<file path="src/hdl/igtt_pkg.sv">
// shared constants for the iou greedy track table
package igtt_pkg;

  localparam int unsigned MaxTracksDefault = 16;
  localparam int unsigned CoordBitsDefault = 12;

  localparam int unsigned CfgIdxW  = 8;
  localparam int unsigned CfgDataW = 8;

  localparam logic [CfgIdxW-1:0] RegMaxLost = 8'd0;
  localparam logic [CfgIdxW-1:0] RegIouThr  = 8'd1;

  localparam logic [7:0] MaxLostReset = 8'd30;
  localparam logic [6:0] IouThrReset  = 7'd10;

  localparam int unsigned LostW   = 9;
  localparam logic [8:0]  LostMax = 9'd511;

  localparam int unsigned IdW     = 16;
  localparam int unsigned CountW  = 5;
  localparam logic [6:0]  PctFull = 7'd100;

endpackage

</file>
<file path="src/hdl/iou_greedy_track_table.sv">
// iou greedy track table: compacted track store with a shared multiplier sequencer
// detection: the detection area, then per unmatched valid track (matched ones are
//   skipped) bound, intersection, track area, union and two cross products, then
//   the threshold check, commit and result register; one multiplier does all
//   area and cross products; end of frame ages and compacts each valid track
// one item at a time; the next item is taken once the result is registered
// rst_ni clears the table, matched marks, id counter and the registers to their defaults
module iou_greedy_track_table #(
  parameter int unsigned MAX_TRACKS = igtt_pkg::MaxTracksDefault,
  parameter int unsigned COORD_BITS = igtt_pkg::CoordBitsDefault,
  localparam int unsigned InW = ((4 * COORD_BITS + 7) / 8) * 8
) (
  input  logic                          clk_i,
  input  logic                          rst_ni,
  input  logic                          s_axis_tvalid_i,
  output logic                          s_axis_tready_o,
  // det_x, det_y, det_w, det_h
  input  logic [InW-1:0]                s_axis_tdata_i,
  // command
  input  logic                          s_axis_tuser_i,
  output logic                          m_axis_tvalid_o,
  input  logic                          m_axis_tready_i,
  // assigned_id, track_count, primary_id
  output logic [39:0]                   m_axis_tdata_o,
  // is_new_track, dropped, primary_valid
  output logic [2:0]                    m_axis_tuser_o,
  input  logic                          cfg_valid_i,
  output logic                          cfg_ready_o,
  input  logic [igtt_pkg::CfgIdxW-1:0]  cfg_index_i,
  input  logic [igtt_pkg::CfgDataW-1:0] cfg_data_i
);

  localparam int unsigned C     = COORD_BITS;
  localparam int unsigned AreaW = 2 * C;
  localparam int unsigned UnW   = 2 * C + 1;
  localparam int unsigned PW    = 2 * UnW;
  localparam int unsigned CntW  = $clog2(MAX_TRACKS + 1);
  localparam int unsigned IdxW  = (MAX_TRACKS > 1) ? $clog2(MAX_TRACKS) : 1;
  localparam int unsigned IdW   = igtt_pkg::IdW;
  localparam int unsigned LostW = igtt_pkg::LostW;

  typedef enum logic [11:0] {
    S_IDLE  = 12'b000000000001,
    S_DAREA = 12'b000000000010,
    S_BOUND = 12'b000000000100,
    S_INTER = 12'b000000001000,
    S_TAREA = 12'b000000010000,
    S_UNION = 12'b000000100000,
    S_P1    = 12'b000001000000,
    S_P2    = 12'b000010000000,
    S_THR1  = 12'b000100000000,
    S_THR2  = 12'b001000000000,
    S_COMIT = 12'b010000000000,
    S_AGE   = 12'b100000000000
  } state_e;

  state_e state_q;
  logic   fin_q;

  // configuration
  logic [7:0] max_lost_q;
  logic [6:0] thr_q;

  assign cfg_ready_o = 1'b1;

  always_ff @(posedge clk_i or negedge rst_ni) begin
    if (!rst_ni) begin
      max_lost_q <= igtt_pkg::MaxLostReset;
      thr_q      <= igtt_pkg::IouThrReset;
    end else if (cfg_valid_i) begin
      unique case (cfg_index_i)
        igtt_pkg::RegMaxLost: max_lost_q <= cfg_data_i;
        igtt_pkg::RegIouThr:  thr_q      <= cfg_data_i[6:0];
        default: ;
      endcase
    end
  end

  // track store
  logic [C-1:0]     tx_q [MAX_TRACKS];
  logic [C-1:0]     ty_q [MAX_TRACKS];
  logic [C-1:0]     tw_q [MAX_TRACKS];
  logic [C-1:0]     th_q [MAX_TRACKS];
  logic [IdW-1:0]   tid_q [MAX_TRACKS];
  logic [LostW-1:0] lost_q [MAX_TRACKS];
  logic [MAX_TRACKS-1:0] matched_q;
  logic [CntW-1:0]  count_q;
  logic [IdW-1:0]   next_id_q;

  // per item work registers
  logic [C-1:0]     dx_q, dy_q, dw_q, dh_q;
  logic [CntW-1:0]  i_q, wr_q;
  logic [C-1:0]     iw_q, ih_q;
  logic [AreaW-1:0] darea_q, tarea_q, inter_q, cint_q, bint_q;
  logic [UnW-1:0]   cun_q, bun_q;
  logic [PW-1:0]    p1_q;
  logic             found_q, match_q;
  logic [IdxW-1:0]  best_q;

  // finished item, waiting for the result register
  logic [IdW-1:0]   pend_aid_q;
  logic             pend_new_q, pend_drop_q;

  // result register
  logic             out_valid_q;
  logic [IdW-1:0]   res_aid_q, res_pid_q;
  logic             res_new_q, res_drop_q, res_pv_q;
  logic [igtt_pkg::CountW-1:0] res_cnt_q;

  logic [IdxW-1:0] ri, wi, ci;
  assign ri = i_q[IdxW-1:0];
  assign wi = wr_q[IdxW-1:0];
  assign ci = count_q[IdxW-1:0];

  // shared multiplier
  logic [UnW-1:0] mul_a, mul_b;
  logic [PW-1:0]  prod;

  always_comb begin
    mul_a = '0;
    mul_b = '0;
    unique case (state_q)
      S_DAREA: begin
        mul_a = UnW'(dw_q);
        mul_b = UnW'(dh_q);
      end
      S_INTER: begin
        mul_a = UnW'(iw_q);
        mul_b = UnW'(ih_q);
      end
      S_TAREA: begin
        mul_a = UnW'(tw_q[ri]);
        mul_b = UnW'(th_q[ri]);
      end
      S_P1: begin
        mul_a = UnW'(cint_q);
        mul_b = bun_q;
      end
      S_P2: begin
        mul_a = UnW'(bint_q);
        mul_b = cun_q;
      end
      S_THR1: begin
        mul_a = UnW'(bint_q);
        mul_b = UnW'(igtt_pkg::PctFull);
      end
      S_THR2: begin
        mul_a = UnW'(thr_q);
        mul_b = bun_q;
      end
      default: ;
    endcase
  end
  assign prod = PW'(mul_a) * PW'(mul_b);

  // overlap bounds of the current slot against the detection
  logic [C:0]   ax1, ay1, ax2, ay2, bx2, by2, x1, y1, x2, y2;
  logic [C-1:0] iw, ih;
  logic [UnW-1:0] un;

  always_comb begin
    ax1 = {1'b0, tx_q[ri]};
    ay1 = {1'b0, ty_q[ri]};
    ax2 = ax1 + {1'b0, tw_q[ri]};
    ay2 = ay1 + {1'b0, th_q[ri]};
    bx2 = {1'b0, dx_q} + {1'b0, dw_q};
    by2 = {1'b0, dy_q} + {1'b0, dh_q};
    x1 = (ax1 > {1'b0, dx_q}) ? ax1 : {1'b0, dx_q};
    y1 = (ay1 > {1'b0, dy_q}) ? ay1 : {1'b0, dy_q};
    x2 = (ax2 < bx2) ? ax2 : bx2;
    y2 = (ay2 < by2) ? ay2 : by2;
    iw = (x2 > x1) ? C'(x2 - x1) : '0;
    ih = (y2 > y1) ? C'(y2 - y1) : '0;
    un = UnW'(tarea_q) + UnW'(darea_q) - UnW'(inter_q);
  end

  // ageing of the slot under the read pointer
  logic [LostW-1:0] aged;
  assign aged = (!matched_q[ri] && lost_q[ri] < igtt_pkg::LostMax) ?
                lost_q[ri] + LostW'(1) : lost_q[ri];

  logic keep;
  assign keep = aged <= LostW'(max_lost_q);

  logic in_xfer;
  assign in_xfer = s_axis_tvalid_i && s_axis_tready_o;
  assign s_axis_tready_o = (state_q == S_IDLE) && !fin_q;

  logic full;
  assign full = count_q >= CntW'(MAX_TRACKS);

  // store payload, no reset
  always_ff @(posedge clk_i) begin
    unique case (state_q)
      S_AGE: begin
        if (i_q != count_q && keep) begin
          tx_q[wi]   <= tx_q[ri];
          ty_q[wi]   <= ty_q[ri];
          tw_q[wi]   <= tw_q[ri];
          th_q[wi]   <= th_q[ri];
          tid_q[wi]  <= tid_q[ri];
          lost_q[wi] <= aged;
        end
      end
      S_COMIT: begin
        if (match_q) begin
          tx_q[best_q]   <= dx_q;
          ty_q[best_q]   <= dy_q;
          tw_q[best_q]   <= dw_q;
          th_q[best_q]   <= dh_q;
          lost_q[best_q] <= '0;
        end else if (!full) begin
          tx_q[ci]   <= dx_q;
          ty_q[ci]   <= dy_q;
          tw_q[ci]   <= dw_q;
          th_q[ci]   <= dh_q;
          tid_q[ci]  <= next_id_q;
          lost_q[ci] <= '0;
        end
      end
      default: ;
    endcase
  end

  // work registers, no reset
  always_ff @(posedge clk_i) begin
    if (in_xfer) begin
      dx_q  <= s_axis_tdata_i[C-1:0];
      dy_q  <= s_axis_tdata_i[2*C-1:C];
      dw_q  <= s_axis_tdata_i[3*C-1:2*C];
      dh_q  <= s_axis_tdata_i[4*C-1:3*C];
    end
    unique case (state_q)
      S_DAREA: begin
        darea_q <= AreaW'(prod);
        bint_q  <= '0;
        bun_q   <= UnW'(1);
        found_q <= 1'b0;
        best_q  <= '0;
      end
      S_BOUND: begin
        iw_q <= iw;
        ih_q <= ih;
      end
      S_INTER: inter_q <= AreaW'(prod);
      S_TAREA: tarea_q <= AreaW'(prod);
      S_UNION: begin
        // an empty union counts as zero overlap
        if (un == '0) begin
          cint_q <= '0;
          cun_q  <= UnW'(1);
        end else begin
          cint_q <= inter_q;
          cun_q  <= un;
        end
      end
      S_P1: p1_q <= prod;
      S_P2: begin
        if (p1_q > prod) begin
          bint_q  <= cint_q;
          bun_q   <= cun_q;
          best_q  <= ri;
          found_q <= 1'b1;
        end
      end
      S_THR1: begin
        p1_q    <= prod;
        match_q <= 1'b0;
      end
      S_THR2: match_q <= p1_q >= prod;
      default: ;
    endcase
  end

  // control
  always_ff @(posedge clk_i or negedge rst_ni) begin
    if (!rst_ni) begin
      state_q     <= S_IDLE;
      fin_q       <= 1'b0;
      i_q         <= '0;
      wr_q        <= '0;
      count_q     <= '0;
      next_id_q   <= '0;
      matched_q   <= '0;
      pend_aid_q  <= '0;
      pend_new_q  <= 1'b0;
      pend_drop_q <= 1'b0;
      out_valid_q <= 1'b0;
      res_aid_q   <= '0;
      res_pid_q   <= '0;
      res_new_q   <= 1'b0;
      res_drop_q  <= 1'b0;
      res_pv_q    <= 1'b0;
      res_cnt_q   <= '0;
    end else begin
      if (out_valid_q && m_axis_tready_i) begin
        out_valid_q <= 1'b0;
      end
      if (fin_q && (!out_valid_q || m_axis_tready_i)) begin
        out_valid_q <= 1'b1;
        res_aid_q   <= pend_aid_q;
        res_new_q   <= pend_new_q;
        res_drop_q  <= pend_drop_q;
        res_cnt_q   <= igtt_pkg::CountW'(count_q);
        res_pv_q    <= count_q != '0;
        res_pid_q   <= (count_q != '0) ? tid_q[0] : '0;
        fin_q       <= 1'b0;
      end
      unique case (state_q)
        S_IDLE: begin
          if (in_xfer) begin
            i_q     <= '0;
            wr_q    <= '0;
            state_q <= s_axis_tuser_i ? S_AGE : S_DAREA;
          end
        end
        S_DAREA: state_q <= S_BOUND;
        S_BOUND: begin
          if (i_q == count_q) begin
            state_q <= S_THR1;
          end else if (matched_q[ri]) begin
            i_q <= i_q + CntW'(1);
          end else begin
            state_q <= S_INTER;
          end
        end
        S_INTER: state_q <= S_TAREA;
        S_TAREA: state_q <= S_UNION;
        S_UNION: state_q <= S_P1;
        S_P1:    state_q <= S_P2;
        S_P2: begin
          i_q     <= i_q + CntW'(1);
          state_q <= S_BOUND;
        end
        S_THR1:  state_q <= found_q ? S_THR2 : S_COMIT;
        S_THR2:  state_q <= S_COMIT;
        S_COMIT: begin
          pend_new_q  <= 1'b0;
          pend_drop_q <= 1'b0;
          pend_aid_q  <= '0;
          if (match_q) begin
            matched_q[best_q] <= 1'b1;
            pend_aid_q        <= tid_q[best_q];
          end else if (!full) begin
            matched_q[ci] <= 1'b1;
            pend_aid_q    <= next_id_q;
            pend_new_q    <= 1'b1;
            next_id_q     <= next_id_q + IdW'(1);
            count_q       <= count_q + CntW'(1);
          end else begin
            pend_drop_q <= 1'b1;
          end
          fin_q   <= 1'b1;
          state_q <= S_IDLE;
        end
        S_AGE: begin
          if (i_q == count_q) begin
            count_q     <= wr_q;
            matched_q   <= '0;
            pend_aid_q  <= '0;
            pend_new_q  <= 1'b0;
            pend_drop_q <= 1'b0;
            fin_q       <= 1'b1;
            state_q     <= S_IDLE;
          end else begin
            if (keep) begin
              wr_q <= wr_q + CntW'(1);
            end
            i_q <= i_q + CntW'(1);
          end
        end
        default: state_q <= S_IDLE;
      endcase
    end
  end

  assign m_axis_tvalid_o = out_valid_q;
  assign m_axis_tdata_o  = {3'b000, res_pid_q, res_cnt_q, res_aid_q};
  assign m_axis_tuser_o  = {res_pv_q, res_drop_q, res_new_q};

  // table never holds more tracks than slots
  a_count_bound: assert property (@(posedge clk_i) disable iff (!rst_ni)
    count_q <= CntW'(MAX_TRACKS))
    else $error("track count above table size");

  // scan pointer stays within the valid tracks
  a_scan_bound: assert property (@(posedge clk_i) disable iff (!rst_ni)
    (state_q != S_IDLE) |-> (i_q <= count_q))
    else $error("scan pointer past track count");

  // compaction write pointer never overtakes the read pointer
  a_compact: assert property (@(posedge clk_i) disable iff (!rst_ni)
    (state_q == S_AGE) |-> (wr_q <= i_q))
    else $error("compaction write ahead of read");

  // an accepted transfer starts work and blocks further input
  a_busy: assert property (@(posedge clk_i) disable iff (!rst_ni)
    in_xfer |=> !s_axis_tready_o)
    else $error("input taken while busy");

endmodule

</file>
<file path="config.mk">
export PLATFORM = sky130hd
export DESIGN_NAME = iou_greedy_track_table
export DESIGN_NICKNAME = d
export VERILOG_FILES = /design/src/hdl/igtt_pkg.sv /design/src/hdl/iou_greedy_track_table.sv
export SDC_FILE = /design/constraint.sdc
export NUM_CORES = 2
export LEC_CHECK = 0
export BUFFER_PORTS_ARGS = -buffer_cell sky130_fd_sc_hd__buf_2
export CORE_MARGIN = 2
export CORE_UTILIZATION = 44
export DETAILED_ROUTE_END_ITERATION = 7
export PLACE_DENSITY = 0.66
export SYNTH_ARGS = -nofsm -noshare
export SYNTH_HDL_FRONTEND = slang
export SYNTH_SLANG_ARGS = --single-unit
</file>
<file path="constraint.sdc">
create_clock -name clk_i -period 22.5 [get_ports clk_i]
set_input_delay 4.5 -clock clk_i [delete_from_list [all_inputs] [get_ports clk_i]]
set_output_delay 4.5 -clock clk_i [all_outputs]
set_load 0.01 [all_outputs]
</file>
==> impl_metrics.json <==
{
  "netlist_area_um2": 91800,
  "yosys_warnings": 0,
  "peakVddDrop_uv": 115,
  "vias_per_cell": 5.80,
  "grt_max_degree": 109,
  "max_slew_margin": 0.189,
  "final_cell_mix": "edfxtp_1 (1466), inv_1 (835), nand2_1 (609)",
  "cts_root_buf": "clkbuf_16",
  "fp.coreArea_um2": 207000,
  "drt_iter0_drc": 5817,
  "period_needed_ps": 14830,
  "grt_pass1_vias": 57300,
  "dominantRegCellSynth": "edfxtp_1",
  "worst-r2r-cell-count": 38,
  "final_common_cell": "edfxtp_1",
  "clk_latency_ps": 810,
  "critPathMaxFanout": 71,
  "postLayoutCoreUtil": 0.488,
  "synth-seq-cells": 1604,
  "pin_count": 116,
  "switching_share": 0.329,
  "holdPathStages": 2,
  "crit_slowest_cell": "buf_4",
  "area_growth_pct": 10.1,
  "leakage_nw": 38.6,
  "setup_viol": 0,
  "stdcell_area_um2": 101000,
  "p_comb_frac": 0.339,
  "rows": 167,
  "firstDrtPassIters": 6,
  "tritoncts": "done",
  "grt_first_pass_wirelength_mm": 371,
  "start_util": 0.443,
  "layout-drive-gt1-share": 0.163,
  "synth_edf_count": 1466,
  "ys_seq_area_frac": 0.517,
  "rsz0062_at_grt": "false",
  "crit_type": "reg -> reg",
  "hold_end": "pend_new_q",
  "vias": 55600,
  "clock_sinks": 1604,
  "path_delay_family": "adder cells",
  "fin_tns_setup_ps": 0,
  "grt.total_usage": 0.236,
  "cts_resized": 0,
  "cp-end-kind": "register",
  "place_area_um2": 95900,
  "die_w_um": 461,
  "drc": 0,
  "yosysUniqueCellTypes": 96,
  "holdWs_ps": 477,
  "netlist_instances": 6528,
  "min_from": "pend_new_q",
  "hold_viol_final": 0,
  "critical_path_buf_inv_count": 10,
  "cap_violations": 0,
  "ctsHoldBuffers": 0,
  "status": "finished clean",
  "clockBufferDepth": 3,
  "synth_area_per_cell_um2": 14.1,
  "finalCritPeriodShare": 0.659,
  "worstReg2RegStart": "i_q[1]",
  "wire_per_inst_um": 26.1,
  "synth_top_area_frac": 0.479,
  "async_flop_share": 0.0835,
  "synthTopCellsByArea": "edfxtp_1 (48%), fa_1 (12%), mux4_2 (11%)",
  "die_y_um": 461,
  "grt_antenna_before_repair": 7,
  "hold_path.class": "reg -> reg",
  "cts_setup_buffers": 0,
  "fin_nets": 7653,
  "power_frac_clock": 0.273,
  "total_power_mw": 9.73,
  "clock_skew_ps": 41.6,
  "die_area_um2": 212000,
  "htree_levels": 4,
  "dpl.hpwl_mm": 166,
  "clk_pin_slew_worst_paths_ps": 60,
  "power_density_nw_per_um2": 96.3,
  "cp.required_ps": 22930,
  "port_buffers": 111,
  "p_int_mw": 6.53,
  "cpPeakStageDelay_ps": 930,
  "critPathLaunchType": "register",
  "drt_wl_total_mm": 250,
  "fmax_ghz": 0.0674,
  "p_switching_mw": 3.20,
  "synth_top_area_cell": "edfxtp_1",
  "r2r_slack_ps": 7670,
  "maxSlewViolCount": 0,
  "worst_pin_slew_ps": 1200,
  "ant_nets": 0,
  "worstPathArrival_ps": 15260,
  "r2r-end": "bun_q[5]",
  "cts_buffers": 160,
  "pwr-share-seq": 0.388,
  "globalplace.congestion": 0.947,
  "overflow": 0
}
logic make-up after synthesis:
group	count (synthesis)	share of synthesized area
flip-flops	1604	0.517
XOR/XNOR	150	0.0143
other	2	0.0000818
adder cells (fa/ha/maj)	926	0.170
AO/OA/AOI/OAI	749	0.0565
buffers and inverters	1127	0.0488
multiplexers	578	0.123
AND/OR/NAND/NOR	1392	0.0705
registers in the layout, summed over array words and instances, names as in the netlist, 25 cells and up, named ones only:
name    flops
p1_q       50
tw_q      192
tid_q     256
cun_q      25
ty_q      192
bun_q      25
th_q      192
tx_q      192
lost_q    144
metrics by stage:
stage	worst slack [ps]	instances
after floorplan	10810	6530
after global placement	8040	9283
after detailed placement	7960	9283
after CTS	7910	9580
after global routing	7160	9581
final	7670	9581
worst max-delay path by stage:
stage,start,endpoint,slack [ps],depth (start not counted)
final,i_q[1],bun_q[5],7670,38
after global routing,i_q[1],bun_q[9],7160,39
after CTS,i_q[1],bun_q[5],7910,38
after detailed placement,i_q[1],bun_q[6],7960,38
after global placement,i_q[1],bun_q[2],8040,39
after floorplan,state_q[2],best_q[0],10810,43
power by group through the flow:
stage	Combinational (mW)	Sequential (mW)	Clock [mW]
floorplan	2.51	3.75	0
global placement	3.21	3.83	0
detailed placement	3.27	3.84	0
CTS	3.29	3.77	2.70
global route	3.65	3.78	2.81
finish	3.30	3.77	2.66
cells in the mapped netlist (all sizes together) (32+ instances only):
master,count
nand4,50
mux4,431
mux2,89
a211oi,35
clkbuf,177
nor2b,65
nand2,613
a21oi,182
xor2,60
ha,391
and2,132
xnor2,90
nor3,42
nor2,297
nand3,55
inv,839
fa,535
dfrtp,127
a31oi,38
a21boi,32
buf,111
o21ai,98
a21o,106
edfxtp,1466
a22oi,52
mux2i,58
layout make-up:
| cell class | instances | area, µm² |
|---|---|---|
| clock inverters | 83 | 801 |
| inverters | 839 | 3150 |
| repair buffers | 253 | 1650 |
| multi-input cells | 3799 | 40100 |
| well taps | 2788 | 3490 |
| flip-flops and latches | 1604 | 47500 |
| fillers | 17700 | 106000 |
| diodes | 1 | 2.50 |
| clock buffers | 214 | 4400 |
metal layers:
layer  vias to the layer above  track usage  wire, µm
met5                         -            0        28
met4                         4       0.0854      9430
met3                       480       0.0385     19200
met2                      2312        0.385    119000
met1                     29000        0.321    102000
li1                      23800            -         -
worst register-to-register path: cells and delay by family (launching register included):
family | cells | cell delay, ps
adder cells (fa/ha/maj) | 9 | 4370
AO/OA/AOI/OAI | 6 | 1860
buffers and inverters | 10 | 2870
AND/OR/NAND/NOR | 10 | 2740
XOR/XNOR | 1 | 570
flip-flops | 1 | 900
multiplexers | 2 | 1090
Power figures use the tool's default switching activity.
